`config.mk`:
```
export PLATFORM = sky130hd
export DESIGN_NAME = dda_line_rasterizer_flat
export DESIGN_NICKNAME = d
export VERILOG_FILES = /design/src/rtl/dlr_pkg.sv /design/src/rtl/dlr_ifs.sv /design/src/rtl/dlr_front.sv /design/src/rtl/dlr_queue.sv /design/src/rtl/dlr_back.sv /design/src/rtl/dda_line_rasterizer.sv /design/src/flat_wrapper.sv
export VERILOG_INCLUDE_DIRS = /design/src /design/src/rtl
export SDC_FILE = /design/constraint.sdc
export NUM_CORES = 1
export LEC_CHECK = 0
export BUFFER_PORTS_ARGS = -buffer_cell sky130_fd_sc_hd__buf_2
export CORE_UTILIZATION = 57
export DETAILED_ROUTE_END_ITERATION = 16
export PLACE_DENSITY = 0.77
export SYNTH_ARGS = -nofsm -noshare
export SYNTH_HDL_FRONTEND = slang
export SYNTH_SLANG_ARGS = --single-unit
```
`constraint.sdc`:
```
create_clock -name clk -period 4.8 [get_ports clk]
set_input_delay 0.24 -clock clk [delete_from_list [all_inputs] [get_ports clk]]
set_output_delay 0.24 -clock clk [all_outputs]
set_load 0.03 [all_outputs]
```
`src/rtl/assert_macros.svh`:
```
// Assertion helpers for the RTL.
`ifndef ASSERT_MACROS_SVH
`define ASSERT_MACROS_SVH

// same-cycle implication
`define DLR_ASSERT_IMP(label, clk_s, rst_s, ante, cons, msg) \
  label: assert property (@(posedge clk_s) disable iff (rst_s) (ante) |-> (cons)) \
    else $error(msg);

// next-cycle implication
`define DLR_ASSERT_NEXT(label, clk_s, rst_s, ante, cons, msg) \
  label: assert property (@(posedge clk_s) disable iff (rst_s) (ante) |=> (cons)) \
    else $error(msg);

`endif

```
`src/rtl/dlr_pkg.sv`:
```
package dlr_pkg;

  localparam int PIX_W     = 13;
  localparam int COLOR_W   = 4;
  localparam int ORIGIN_W  = 11;
  localparam int CFG_IDX_W = 2;

  localparam logic [CFG_IDX_W-1:0] CFG_ORIGIN_X = 2'd0;
  localparam logic [CFG_IDX_W-1:0] CFG_ORIGIN_Y = 2'd1;

  localparam logic [ORIGIN_W-1:0] ORIGIN_X_RESET = 11'd320;
  localparam logic [ORIGIN_W-1:0] ORIGIN_Y_RESET = 11'd240;

  // command queue between front and back
  localparam int QUEUE_DEPTH = 4;

  typedef enum logic {
    KIND_LOAD = 1'b0,
    KIND_TICK = 1'b1
  } kind_t;

  typedef enum logic {
    BK_RUN,
    BK_DIV
  } bk_state_t;

  typedef struct packed {
    logic [ORIGIN_W-1:0] x;
    logic [ORIGIN_W-1:0] y;
  } origin_t;

  typedef struct packed {
    logic dividing;
    logic pop;
  } bk_stat_t;

endpackage

```
`src/rtl/dlr_ifs.sv`:
```
interface dlr_line_if #(parameter int COORD_BITS = 12);
  import dlr_pkg::*;
  logic                         valid;
  logic                         ready;
  kind_t                        kind;
  logic signed [COORD_BITS-1:0] x_start;
  logic signed [COORD_BITS-1:0] y_start;
  logic signed [COORD_BITS-1:0] x_end;
  logic signed [COORD_BITS-1:0] y_end;
  logic [COLOR_W-1:0]           color;

  modport source(output valid, kind, x_start, y_start, x_end, y_end, color, input ready);
  modport sink(input valid, kind, x_start, y_start, x_end, y_end, color, output ready);
endinterface

interface dlr_pix_if;
  import dlr_pkg::*;
  logic                    valid;
  logic                    ready;
  logic signed [PIX_W-1:0] pixel_x;
  logic signed [PIX_W-1:0] pixel_y;
  logic [COLOR_W-1:0]      pixel_color;
  logic                    last;

  modport source(output valid, pixel_x, pixel_y, pixel_color, last, input ready);
  modport sink(input valid, pixel_x, pixel_y, pixel_color, last, output ready);
endinterface

```
`src/rtl/dlr_front.sv`:
```
// Classifies incoming items and precomputes deltas and line length.
module dlr_front #(
  parameter int COORD_BITS = 12
) (
  dlr_line_if.sink                cmd,
  input  logic                    full,
  output logic                    push,
  output logic [5*COORD_BITS+6:0] entry
);
  import dlr_pkg::*;

  localparam int C = COORD_BITS;

  typedef struct packed {
    kind_t                kind;
    logic signed [C-1:0]  xs;
    logic signed [C-1:0]  ys;
    logic                 neg_x;
    logic                 neg_y;
    logic [C-1:0]         adx;
    logic [C-1:0]         ady;
    logic [C-1:0]         len;
    logic [COLOR_W-1:0]   color;
  } entry_t;

  logic signed [C:0] dx;
  logic signed [C:0] dy;
  logic [C-1:0]      adx;
  logic [C-1:0]      ady;
  entry_t            e;

  assign dx  = $signed({cmd.x_end[C-1], cmd.x_end}) - $signed({cmd.x_start[C-1], cmd.x_start});
  assign dy  = $signed({cmd.y_end[C-1], cmd.y_end}) - $signed({cmd.y_start[C-1], cmd.y_start});
  assign adx = dx[C] ? C'(-dx) : C'(dx);
  assign ady = dy[C] ? C'(-dy) : C'(dy);

  always_comb begin
    e.kind  = cmd.kind;
    e.xs    = cmd.x_start;
    e.ys    = cmd.y_start;
    e.neg_x = dx[C];
    e.neg_y = dy[C];
    e.adx   = adx;
    e.ady   = ady;
    e.len   = (adx >= ady) ? adx : ady;
    e.color = cmd.color;
  end

  assign entry     = e;
  assign cmd.ready = !full;
  assign push      = cmd.valid && !full;

endmodule

```
`src/rtl/dlr_queue.sv`:
```
// Small FIFO of classified items.
module dlr_queue #(
  parameter int DATA_W = 8,
  parameter int DEPTH  = 4
) (
  input  logic                         clk,
  input  logic                         rst,
  input  logic                         push,
  input  logic [DATA_W-1:0]            wdata,
  output logic                         full,
  input  logic                         pop,
  output logic [DATA_W-1:0]            rdata,
  output logic                         valid,
  output logic [$clog2(DEPTH+1)-1:0]   level
);

  localparam int AW = (DEPTH > 1) ? $clog2(DEPTH) : 1;
  localparam int LW = $clog2(DEPTH+1);

  logic [DATA_W-1:0] mem [DEPTH];
  logic [AW-1:0]     wr_ptr;
  logic [AW-1:0]     rd_ptr;
  logic              do_push;
  logic              do_pop;

  assign full    = (level == LW'(DEPTH));
  assign valid   = (level != '0);
  assign do_push = push && !full;
  assign do_pop  = pop && valid;
  assign rdata   = mem[rd_ptr];

  always_ff @(posedge clk) begin
    if (rst) begin
      wr_ptr <= '0;
      rd_ptr <= '0;
      level  <= '0;
    end else begin
      if (do_push) begin
        wr_ptr <= (wr_ptr == AW'(DEPTH-1)) ? '0 : wr_ptr + AW'(1);
      end
      if (do_pop) begin
        rd_ptr <= (rd_ptr == AW'(DEPTH-1)) ? '0 : rd_ptr + AW'(1);
      end
      if (do_push && !do_pop) begin
        level <= level + LW'(1);
      end else if (do_pop && !do_push) begin
        level <= level - LW'(1);
      end
    end
  end

  always_ff @(posedge clk) begin
    if (do_push) begin
      mem[wr_ptr] <= wdata;
    end
  end

endmodule

```
`src/rtl/dlr_back.sv`:
```
// Executes queued items: step division on load, one pixel per tick while a line is active.
module dlr_back #(
  parameter int COORD_BITS = 12,
  parameter int FRAC_BITS  = 16
) (
  input  logic                    clk,
  input  logic                    rst,
  input  logic [5*COORD_BITS+6:0] entry,
  input  logic                    q_valid,
  input  dlr_pkg::origin_t        origin,
  output dlr_pkg::bk_stat_t       stat,
  dlr_pix_if.source               pix
);
  import dlr_pkg::*;

  localparam int C     = COORD_BITS;
  localparam int F     = FRAC_BITS;
  localparam int ACC_W = C + F + 2;
  localparam int STP_W = F + 2;
  localparam int CNT_W = $clog2(F+1);
  localparam logic [F-1:0] HALF = F'(1) << (F-1);

  typedef struct packed {
    kind_t                kind;
    logic signed [C-1:0]  xs;
    logic signed [C-1:0]  ys;
    logic                 neg_x;
    logic                 neg_y;
    logic [C-1:0]         adx;
    logic [C-1:0]         ady;
    logic [C-1:0]         len;
    logic [COLOR_W-1:0]   color;
  } entry_t;

  entry_t e;
  assign e = entry;

  bk_state_t state, state_next;
  logic      pop;
  logic      emit;
  logic      out_free;
  logic      last_iter;

  logic [CNT_W-1:0]        cnt;
  logic [C:0]              rem_x, rem_y;
  logic [F:0]              quo_x, quo_y;
  logic                    neg_x, neg_y;
  logic [C-1:0]            div_len;
  logic signed [ACC_W-1:0] acc_x, acc_y;
  logic signed [STP_W-1:0] step_x, step_y;
  logic [C:0]              steps_left;
  logic [COLOR_W-1:0]      line_color;
  logic                    active;

  logic                    out_valid;
  logic [PIX_W-1:0]        out_x, out_y;
  logic [COLOR_W-1:0]      out_color;
  logic                    out_last;

  // divider datapath, both axes side by side
  logic [C:0]              t_x, t_y;
  logic                    ge_x, ge_y;
  logic [F:0]              qx_fin, qy_fin;
  logic signed [STP_W-1:0] sx_fin, sy_fin;

  always_comb begin
    t_x    = (cnt == '0) ? rem_x : {rem_x[C-1:0], 1'b0};
    t_y    = (cnt == '0) ? rem_y : {rem_y[C-1:0], 1'b0};
    ge_x   = (t_x >= {1'b0, div_len});
    ge_y   = (t_y >= {1'b0, div_len});
    qx_fin = {quo_x[F-1:0], ge_x};
    qy_fin = {quo_y[F-1:0], ge_y};
    if (div_len == '0) begin
      sx_fin = '0;
      sy_fin = '0;
    end else begin
      sx_fin = neg_x ? -$signed({1'b0, qx_fin}) : $signed({1'b0, qx_fin});
      sy_fin = neg_y ? -$signed({1'b0, qy_fin}) : $signed({1'b0, qy_fin});
    end
  end

  // pixel rounding: halves go toward zero of k*step
  logic [F-1:0]            frac_x, frac_y;
  logic signed [C+1:0]     int_x, int_y;
  logic                    up_x, up_y;
  logic signed [C+1:0]     px, py;
  logic [PIX_W-1:0]        px13, py13;

  always_comb begin
    frac_x = acc_x[F-1:0];
    frac_y = acc_y[F-1:0];
    int_x  = acc_x[ACC_W-1:F];
    int_y  = acc_y[ACC_W-1:F];
    up_x   = (frac_x > HALF) || ((frac_x == HALF) && step_x[STP_W-1]);
    up_y   = (frac_y > HALF) || ((frac_y == HALF) && step_y[STP_W-1]);
    px     = int_x + $signed({{(C+1){1'b0}}, up_x});
    py     = int_y + $signed({{(C+1){1'b0}}, up_y});
    px13   = PIX_W'(px);
    py13   = PIX_W'(py);
  end

  assign out_free  = !out_valid || pix.ready;
  assign last_iter = (cnt == CNT_W'(F));

  always_comb begin
    state_next = state;
    pop        = 1'b0;
    emit       = 1'b0;
    unique case (state)
      BK_RUN: begin
        if (q_valid) begin
          if (e.kind == KIND_LOAD) begin
            pop        = 1'b1;
            state_next = BK_DIV;
          end else if (!active) begin
            pop = 1'b1;
          end else if (out_free) begin
            pop  = 1'b1;
            emit = 1'b1;
          end
        end
      end
      BK_DIV: begin
        if (last_iter) begin
          state_next = BK_RUN;
        end
      end
      default: state_next = BK_RUN;
    endcase
  end

  always_ff @(posedge clk) begin
    if (rst) begin
      state     <= BK_RUN;
      active    <= 1'b0;
      out_valid <= 1'b0;
      cnt       <= '0;
    end else begin
      state <= state_next;
      if (pop && (e.kind == KIND_LOAD)) begin
        active <= 1'b0;
        cnt    <= '0;
      end else if (state == BK_DIV) begin
        cnt <= cnt + CNT_W'(1);
        if (last_iter) begin
          active <= 1'b1;
        end
      end else if (emit && (steps_left == (C+1)'(1))) begin
        active <= 1'b0;
      end
      if (emit) begin
        out_valid <= 1'b1;
      end else if (pix.ready) begin
        out_valid <= 1'b0;
      end
    end
  end

  always_ff @(posedge clk) begin
    if (pop && (e.kind == KIND_LOAD)) begin
      acc_x      <= $signed({{2{e.xs[C-1]}}, e.xs, {F{1'b0}}});
      acc_y      <= $signed({{2{e.ys[C-1]}}, e.ys, {F{1'b0}}});
      rem_x      <= {1'b0, e.adx};
      rem_y      <= {1'b0, e.ady};
      neg_x      <= e.neg_x;
      neg_y      <= e.neg_y;
      div_len    <= e.len;
      line_color <= e.color;
    end else if (state == BK_DIV) begin
      rem_x <= ge_x ? t_x - {1'b0, div_len} : t_x;
      rem_y <= ge_y ? t_y - {1'b0, div_len} : t_y;
      quo_x <= qx_fin;
      quo_y <= qy_fin;
      if (last_iter) begin
        step_x     <= sx_fin;
        step_y     <= sy_fin;
        steps_left <= (C+1)'(div_len) + (C+1)'(1);
      end
    end else if (emit) begin
      acc_x      <= acc_x + ACC_W'(step_x);
      acc_y      <= acc_y + ACC_W'(step_y);
      steps_left <= steps_left - (C+1)'(1);
    end
    if (emit) begin
      out_x     <= {2'b00, origin.x} + px13;
      out_y     <= {2'b00, origin.y} - py13;
      out_color <= line_color;
      out_last  <= (steps_left == (C+1)'(1));
    end
  end

  assign pix.valid       = out_valid;
  assign pix.pixel_x     = out_x;
  assign pix.pixel_y     = out_y;
  assign pix.pixel_color = out_color;
  assign pix.last        = out_last;

  assign stat.dividing = (state == BK_DIV);
  assign stat.pop      = pop;

endmodule

```
`src/rtl/dda_line_rasterizer.sv`:
```
// DDA line rasterizer.
// cmd channel (valid/ready): kind = load carries both endpoints and a color
//   and replaces any active line; kind = tick asks for the next pixel.
// pix channel (valid/ready): screen x/y, color, and last on the final pixel.
// Config port: cfg_we/cfg_index/cfg_wdata writes origin_x (0) or origin_y (1);
//   write only while the block is idle.
// After acceptance, a tick's pixel passes through its queue slot, then the
//   output register. A load runs through the radix-2 step dividers (one
//   per axis, side by side); queued ticks wait behind it.
// Throughput: one pixel per cycle while ticks stream and pix is ready; a
//   new load is not taken until the last one has finished its division.
// cmd.ready drops only when the 4-entry command queue is full.
// A stalled pix receiver holds the output register; the back end stops
//   popping ticks for the active line but the front keeps filling the queue.
// Reset: synchronous; origins return to 320/240, no line is active and
//   ticks before the first load produce nothing.
`include "assert_macros.svh"

module dda_line_rasterizer #(
  parameter int COORD_BITS = 12,
  parameter int FRAC_BITS  = 16
) (
  input  logic                            clk,
  input  logic                            rst,
  input  logic                            cfg_we,
  input  logic [dlr_pkg::CFG_IDX_W-1:0]   cfg_index,
  input  logic [dlr_pkg::ORIGIN_W-1:0]    cfg_wdata,
  dlr_line_if.sink                        cmd,
  dlr_pix_if.source                       pix
);
  import dlr_pkg::*;

  localparam int ENTRY_W = 5*COORD_BITS + 7;
  localparam int LEVEL_W = $clog2(QUEUE_DEPTH+1);

  origin_t              origin;
  bk_stat_t             bk_stat;
  logic                 q_push;
  logic                 q_full;
  logic                 q_valid;
  logic [ENTRY_W-1:0]   q_wdata;
  logic [ENTRY_W-1:0]   q_rdata;
  logic [LEVEL_W-1:0]   q_level;

  // origin registers; unknown indexes are dropped
  always_ff @(posedge clk) begin
    if (rst) begin
      origin.x <= ORIGIN_X_RESET;
      origin.y <= ORIGIN_Y_RESET;
    end else if (cfg_we) begin
      unique case (cfg_index)
        CFG_ORIGIN_X: origin.x <= cfg_wdata;
        CFG_ORIGIN_Y: origin.y <= cfg_wdata;
        default: ;
      endcase
    end
  end

  // front: accept and classify
  dlr_front #(
    .COORD_BITS(COORD_BITS)
  ) u_front (
    .cmd  (cmd),
    .full (q_full),
    .push (q_push),
    .entry(q_wdata)
  );

  // decoupling queue
  dlr_queue #(
    .DATA_W(ENTRY_W),
    .DEPTH (QUEUE_DEPTH)
  ) u_queue (
    .clk  (clk),
    .rst  (rst),
    .push (q_push),
    .wdata(q_wdata),
    .full (q_full),
    .pop  (bk_stat.pop),
    .rdata(q_rdata),
    .valid(q_valid),
    .level(q_level)
  );

  // back: divider, accumulators, output register
  dlr_back #(
    .COORD_BITS(COORD_BITS),
    .FRAC_BITS (FRAC_BITS)
  ) u_back (
    .clk    (clk),
    .rst    (rst),
    .entry  (q_rdata),
    .q_valid(q_valid),
    .origin (origin),
    .stat   (bk_stat),
    .pix    (pix)
  );

  `DLR_ASSERT_IMP(a_level_bound, clk, rst, 1'b1, q_level <= LEVEL_W'(QUEUE_DEPTH), "queue over depth")
  `DLR_ASSERT_IMP(a_no_pop_in_div, clk, rst, bk_stat.dividing, !bk_stat.pop, "pop during division")
  `DLR_ASSERT_IMP(a_no_pop_empty, clk, rst, q_level == '0, !bk_stat.pop, "pop from empty queue")
  `DLR_ASSERT_NEXT(a_reset_idle, clk, 1'b0, rst, !pix.valid && !bk_stat.dividing, "busy after reset")

endmodule
```
`src/flat_wrapper.sv`:
```
// flat-port wrapper written by rule: the top's interface ports become plain ports
module dda_line_rasterizer_flat import dlr_pkg::*;
#(
  parameter int COORD_BITS = 12,
  parameter int FRAC_BITS  = 16
)
  (clk, rst, cfg_we, cfg_index, cfg_wdata, cmd_valid, cmd_kind, cmd_x_start, cmd_y_start, cmd_x_end, cmd_y_end, cmd_color, cmd_ready, pix_valid, pix_pixel_x, pix_pixel_y, pix_pixel_color, pix_last, pix_ready);
  dlr_line_if #(.COORD_BITS(COORD_BITS)) cmd_i ();
  dlr_pix_if pix_i ();
  input  logic clk;
  input  logic rst;
  input  logic cfg_we;
  input  logic [dlr_pkg::CFG_IDX_W-1:0] cfg_index;
  input  logic [dlr_pkg::ORIGIN_W-1:0] cfg_wdata;
  input wire logic [$bits(cmd_i.valid)-1:0] cmd_valid;
  input wire logic [$bits(cmd_i.kind)-1:0] cmd_kind;
  input wire logic [$bits(cmd_i.x_start)-1:0] cmd_x_start;
  input wire logic [$bits(cmd_i.y_start)-1:0] cmd_y_start;
  input wire logic [$bits(cmd_i.x_end)-1:0] cmd_x_end;
  input wire logic [$bits(cmd_i.y_end)-1:0] cmd_y_end;
  input wire logic [$bits(cmd_i.color)-1:0] cmd_color;
  output wire logic [$bits(cmd_i.ready)-1:0] cmd_ready;
  output wire logic [$bits(pix_i.valid)-1:0] pix_valid;
  output wire logic [$bits(pix_i.pixel_x)-1:0] pix_pixel_x;
  output wire logic [$bits(pix_i.pixel_y)-1:0] pix_pixel_y;
  output wire logic [$bits(pix_i.pixel_color)-1:0] pix_pixel_color;
  output wire logic [$bits(pix_i.last)-1:0] pix_last;
  input wire logic [$bits(pix_i.ready)-1:0] pix_ready;
  assign cmd_i.valid = cmd_valid;
  assign cmd_i.kind = cmd_kind;
  assign cmd_i.x_start = cmd_x_start;
  assign cmd_i.y_start = cmd_y_start;
  assign cmd_i.x_end = cmd_x_end;
  assign cmd_i.y_end = cmd_y_end;
  assign cmd_i.color = cmd_color;
  assign cmd_ready = cmd_i.ready;
  assign pix_valid = pix_i.valid;
  assign pix_pixel_x = pix_i.pixel_x;
  assign pix_pixel_y = pix_i.pixel_y;
  assign pix_pixel_color = pix_i.pixel_color;
  assign pix_last = pix_i.last;
  assign pix_i.ready = pix_ready;
  dda_line_rasterizer #(.COORD_BITS(COORD_BITS), .FRAC_BITS(FRAC_BITS)) u_core (.clk(clk), .rst(rst), .cfg_we(cfg_we), .cfg_index(cfg_index), .cfg_wdata(cfg_wdata), .cmd(cmd_i), .pix(pix_i));
endmodule
```
---- Yosys cells after proc, flatten, opt, wreduce, memory -nomap -nowiden ----
Memories as Yosys holds them, arrays and structs flattened. A register that Yosys moved wholly into a read port is not among the register bits.
Cells that the tools add are included.
word-level totals
  latch bits .............................. 0
  logic and storage cells ................. 159
  bits in registers ....................... 253
  ROM bits ................................ 0
  memories ................................ 1
  RAM bits ................................ 268
memories
  memory              depth  width  read ports  clocked after memory_dff  write ports  RTL line         source
  u_core.u_queue.mem  4      67     1           1                         1            dlr_queue.sv:20  logic [DATA_W-1:0] mem [DEPTH];
cells by class
  order comparisons ....................... 5
  div/mod/pow operators ................... 0
  shift-type cells ........................ 0
  muxes and demuxes ....................... 48
  multipliers ............................. 0
  add/subtract/negate cells ............... 21
  equal/unequal tests ..................... 10
  reduce and logical (&&, ||, !) cells .... 37
  bitwise gates (word level) .............. 5
operators with widths
  operator                                                               number
  30-bit two-way mux                                                     6
  13-bit two-way mux                                                     7
  12-bit two-way mux                                                     7
  30-bit by 18-bit adder with 30-bit output                              2
  17-bit negation with 18-bit output                                     2
  17-bit two-way mux                                                     2
  16-bit == test (second input constant)                                 2
  16-bit greater-than comparator (second input constant)                 2
  13-bit by 2-bit adder with 13-bit output                               2
  13-bit by 12-bit >= comparator with 1-bit output                       2
  12-bit by 12-bit subtractor with 13-bit output                         2
  13-bit by 12-bit subtractor with 13-bit output                         2
  12-bit negation                                                        2
  1-bit two-way mux                                                      19
  11-bit by 13-bit adder with 13-bit output                              1
  12-bit by 1-bit adder with 13-bit output (second input constant)       1
  13-bit by 1-bit == test with 1-bit output (second input constant)      1
  11-bit by 13-bit subtractor with 13-bit output                         1
  13-bit by 1-bit subtractor with 13-bit output (second input constant)  1
  12-bit >= comparator                                                   1
  12-bit logical NOT                                                     1
  2-bit AND reduction                                                    6
  2-bit nonzero test                                                     6
  1-bit logical AND                                                      9
  20 further kinds                                                       39

---- Depth between registers and ports, before layout ----
  depth after elaboration ................. 11
  mapped depth ............................ 22
  depth with buffers taken out ............ 21

---- Cells and area by module ----
From an unflattened synthesis, not the netlist that was laid out.
unflattened totals
  cells, all modules ...................... 2314
  area total of the unflattened synthesis .. 28001.9 um2
modules (own cells, without submodules)
  module               cells each  area an instance (um2)  times used
  dlr_back             1483        14508.9                 1
  dlr_queue            400         10173.5                 1
  dlr_front            340         2392.3                  1
  dda_line_rasterizer  91          927.1                   1

---- Worst setup path before layout ----
Ideal clock, no wire load.
  kind .................................... flip-flop to flip-flop
  start ................................... reg u_core.u_back.cnt[0]
  end ..................................... reg u_core.u_back.step_x[12] (data pin)
  setup time .............................. 266 ps
  data arrival time ....................... 4667 ps
  buffers on the path ..................... 3
  path slack .............................. -133 ps
  stages on the path, launching flop included .. 23
  period minus slack after synthesis ...... 4933 ps
  data required time ...................... 4534 ps
  cells stage by stage .................... dfxtp_1 > inv_1 > ha_1 > nor3b_2 > nor2b_1 > buf_2 > clkbuf_1 > mux2_2 > ha_1 > nor2b_1 > o21a_1 > o21ai_0 > a21oi_1 > nor3_1 > a21oi_1 > nor2_2 > buf_4 > ha_1 > nand2_1 > or2_2 > o41ai_1 > xor2_1 > nor2_1
between the ends
  longest elaborated chain between the ends .. 5
ends and longest elaborated chain
  item                                              RTL line         source
  start, declared                                   dlr_back.sv:44   logic [CNT_W-1:0] cnt;
  start signal, assigned                            dlr_back.sv:144  cnt <= cnt + CNT_W'(1);
  5-bit logical NOT                                 dlr_back.sv:67   t_x = (cnt == '0) ? rem_x : {rem_x[C-1:0], 1'b0};
  13-bit two-way mux                                dlr_back.sv:67
  13-bit by 12-bit >= comparator with 1-bit output  dlr_back.sv:69   ge_x = (t_x >= {1'b0, div_len});
  17-bit negation with 18-bit output                dlr_back.sv:77   sx_fin = neg_x ? -$signed({1'b0, qx_fin}) : $signed({1'b0, qx_fin});
  17-bit two-way mux                                dlr_back.sv:77
  end signal, assigned                              dlr_back.sv:175  step_x <= sx_fin;
  end, declared                                     dlr_back.sv:50   logic signed [STP_W-1:0] step_x, step_y;
No other way between the ends.
A chain may end at the register's enable or synchronous reset.

---- Worst setup path after layout ----
  start ................................... in cmd_x_start[0]
  end ..................................... mem u_core.u_queue.mem[0][5] (netlist bit) (data pin)
between the ends
  longest elaborated chain between the ends .. 5
ends and longest elaborated chain
  item                                              RTL line                   source
  start, declared                                   flat_wrapper.sv:17         input wire logic [$bits(cmd_i.x_start)-1:0] cmd_x_start;
  12-bit by 12-bit subtractor with 13-bit output *  dlr_front.sv:32            assign dx = $signed({cmd.x_end[C-1], cmd.x_end}) - $signed({cmd.x_start[C-1], cmd.x_start});
  12-bit negation                                   dlr_front.sv:34            assign adx = dx[C] ? C'(-dx) : C'(dx);
  12-bit two-way mux *                              dlr_front.sv:34
  named net u_core.q_wdata[37]                      dda_line_rasterizer.sv:41  logic [ENTRY_W-1:0] q_wdata;
  12-bit >= comparator *                            dlr_front.sv:45            e.len = (adx >= ady) ? adx : ady;
  12-bit two-way mux *                              dlr_front.sv:45
  named net u_core.q_wdata[5]                       dda_line_rasterizer.sv:41
  end, declared                                     dlr_queue.sv:20
The timed path passes the listed nets; every way through them passes the cells marked *.

==> out/qor.yml <==
placement:
  portBuffers: 103
  gp_congestion: 0.9192
  placed_cell_area_um2: 28670
  hpwl_mm: 42.99
  dp.cells: 2925
  pre_cts_ws_ns: 0.1947
finish:
  diodes: 0
  area_growth_pct: 12.55
  layout-drive-gt1-share: 0.1466
  finalNetCount: 2657
  design_area_um2: 30750
  fin_cells: 3063
  fillCellCount: 3340
setup_path:
  crit_path_max_fanout: 16
  crit_path_end: "u_core.u_queue.mem[0][5]$_DFFE_PP_"
  cp_cell_sequence: "dlygate4sd3_1 -> buf_2 -> ha_1 -> inv_1 -> fa_1 -> a211oi_2 -> o21ai_1 -> a41oi_2 -> xnor2_1 -> or4_4 -> o21ai_1 -> xor2_1 -> inv_1 -> ha_1 -> o21ai_0 -> a21oi_1 -> o21ai_0 -> a21oi_1 -> buf_6 -> mux2_2"
  cp-end-kind: "flop"
  slowest_stage: "dlygate4sd3_1"
  rrSetupSlack_ns: 0.35
  rr_worst_depth: 19
  crit_required_ns: 5.15
  arrival_ns: 4.90
  cp.depth: 20
  cp_slowest_stage_delay_ns: 0.53
  rr_startpoint: "u_core.u_back.cnt[0]$_SDFFE_PP0P_"
  worstReg2RegEnd: "u_core.u_back.step_x[12]$_SDFFCE_PP0P_"
  path_class: "in2reg"
  start_kind: "input pin"
  path_delay_family: "compound AO/OA/AOI/OAI gates"
  critPathBufInv: 5
  startpoint: "cmd_x_start[0]"
die:
  ios: 104
  chipHeight_um: 220.9
  die-area_um2: 48820
  core_um2: 46950
  num_rows: 79
  die-width_um: 220.9
  initial_utilization: 0.5820
global_route:
  grtUsageMet2: 0.4100
  grt_first_pass_wirelength_mm: 97.01
  track_usage: 0.2515
  antenna_found_initial: 1
  overflow: 0
  grt_pass1_vias: 18240
  top_usage_layer: "met2"
  met3_usage: 0.03984
  grt_use_met1: 0.3449
  grt_max_degree: 67
sta:
  tns_ns: 0
  slew_violations: 0
  setup_viol: 0
  finalWorstSetupSlack_ns: 0.2471
  slew_headroom: 0.2695
  worst_pin_slew_ns: 1.093
  fmax_mhz: 219.6
  fin_skew_ns: 0.03020
  min_period_over_period: 0.9485
  fin_crit_ns: 4.553
  finalHoldViolations: 0
synthesis:
  synth_seq_cells: 521
  netlist_area_um2: 27320
  yosysSeqAreaShare: 0.5458
  yosys.area.top_type: "edfxtp_1"
  yosysWarnings: 0
  synth.avg_cell_area_um2: 12.19
  synthDistinctLibCells: 84
  synth.most_common_cell: "edfxtp_1"
  synth_edf_count: 448
  ys_async_sr_fraction: 0
  syn_nets: 2487
  synth_cells: 2242
  synthTopCellsByCount: "edfxtp_1 (448), ha_1 (163), nand2_1 (161)"
  ys.flop_type: "edfxtp_1"
  synth_top_cell_area_share: 0.4924
  synthTopCellsByArea: "edfxtp_1 (49%), ha_1 (7.5%), mux4_2 (5.5%)"
drt:
  post-route-drc-count: 0
  antenna_left: 0
  wl_per_cell_um: 20.19
  first_iter_violations: 1548
  num_vias: 18270
  first_pass_iters: 6
  wl_mm: 61.83
  via_per_inst: 5.966
clock_tree:
  ctsHtreeMaxLevel: 2
  clk_path_buf_depth: 3
  cts.sinks: 521
  cts_inserted_buffers: 52
  cts_tree: "yes"
  cts-root-buf: "clkbuf_16"
  worstSkewPairLatency_ns: 0.62
  postCtsSetupRepairBufs: 0
  clk_pin_slew_ns: 0.06
power_and_ir_drop:
  power_mw: 18.89
  pwr_density_cell_nw_per_um2: 614.1
  power.leakage_nw: 11.67
  ir_worst_vdd_v: 0.0004240
run_status:
  status: "complete, no violations"
worst_hold_path:
  hold_path_class: "in2reg"
  min_from: "cfg_index[1]"
run:
  maxCapViolations: 0
## cell families after synthesis
kind of cell | count (synthesis) | synth area share
AOI/OAI and AO/OA | 475 | 0.1108
xor gates and xnor gates | 174 | 0.05660
adders and majority gates | 174 | 0.08270
buffers and inverters | 230 | 0.03196
DFF | 521 | 0.5458
muxes | 122 | 0.07670
and+or+nand+nor | 546 | 0.09538
## stage by stage
stage,util,hold slack (ns)
2_1_floorplan,-,0.3389
3_3_place_gp,0.6106,0.4040
3_5_place_dp,0.6106,0.4102
4_1_cts,0.6547,0.1037
5_1_grt,0.6550,0.1463
6_report,0.6550,0.1440
## registers in the layout, summed over array words and instances, names as in the netlist, 5 cells and up, named ones only
signal / count
u_core.u_back.cnt: 5
u_core.u_back.step_y: 18
u_core.u_back.steps_left: 13
u_core.origin: 22
u_core.u_back.quo_y: 16
u_core.u_back.acc_x: 29
u_core.u_queue.mem: 268
u_core.u_back.div_len: 12
u_core.u_back.step_x: 18
u_core.u_back.pix.pixel_x: 13
u_core.u_back.rem_y: 13
u_core.u_back.rem_x: 13
u_core.u_back.pix.pixel_y: 13
u_core.u_back.acc_y: 29
u_core.u_back.quo_x: 16
## what timing repair did
action,CTS,global route
setup endpoints to repair,0,26
endpoints found under the hold margin,138,0
resized for setup,0,5
hold buffers,40,0
## area by class of cell
type                    instances  area, µm²  area share
repair buffers                183       1232     0.04007
multi-input cells            1491      11560      0.3759
clock buffers                  75       1461     0.04752
well taps                     607      759.5     0.02470
clock inverters                23      207.7    0.006754
flip-flops and latches        521      14920      0.4852
inverters                     163      611.8     0.01990
## tightest hold or removal path: stages
cell	delay [ns]
buf_2	0.10
nor3b_1	0.05
buf_4	0.18
nand2_1	0.08
a21oi_1	0.05
## worst min-delay path by stage
stage | slack (ns) | end | cells past startpoint
after global placement | 0.40 | u_core.u_back.pix.pixel_color[0]$_DFFE_PP_ | 0
after CTS | 0.10 | u_core.origin[15]$_SDFFE_PP0P_ | 5
after floorplan | 0.34 | u_core.u_queue.mem[0][0]$_DFFE_PP_ | 0
after detailed placement | 0.41 | u_core.u_back.pix.pixel_color[2]$_DFFE_PP_ | 0
after global routing | 0.15 | u_core.origin[12]$_SDFFE_PP0P_ | 5
final | 0.14 | u_core.origin[15]$_SDFFE_PP0P_ | 5
## power by group
part / switching, mW / leakage [nW] / internal (mW)
logic: 4.70 / 6.14 / 3.38
registers: 0.530 / 4.71 / 6.32
clock network: 1.72 / 0.810 / 2.24
total: 6.95 / 11.7 / 11.9
## layout by cell type, fill, tap and decap left out, types with 14 or more instances in the layout
| cell | count |
|---|---|
| xnor2_1 | 94 |
| nor3_1 | 32 |
| o21ai_0 | 130 |
| nand2b_1 | 16 |
| inv_1 | 158 |
| nor2b_1 | 19 |
| or2_2 | 15 |
| ha_1 | 163 |
| a31oi_1 | 26 |
| dfxtp_1 | 70 |
| mux2i_1 | 29 |
| or3_1 | 17 |
| mux2_2 | 25 |
| nand4_1 | 14 |
| a21o_1 | 39 |
| clkbuf_16 | 55 |
| mux4_2 | 67 |
| dlygate4sd3_1 | 40 |
| o21bai_1 | 15 |
| nor2_1 | 156 |
| buf_2 | 103 |
| nand3_1 | 37 |
| a21oi_1 | 130 |
| o21a_1 | 17 |
| buf_4 | 38 |
| nor4_1 | 19 |
| xor2_1 | 78 |
| edfxtp_1 | 448 |
| nand2_1 | 161 |
| clkbuf_1 | 19 |
## metal layers
layer,wire (µm),up-vias
met4,1598,0
li1,-,8688
met1,26730,8843
met2,29390,644
met5,0,-
met3,4121,99
Power figures use the tool's default switching activity.
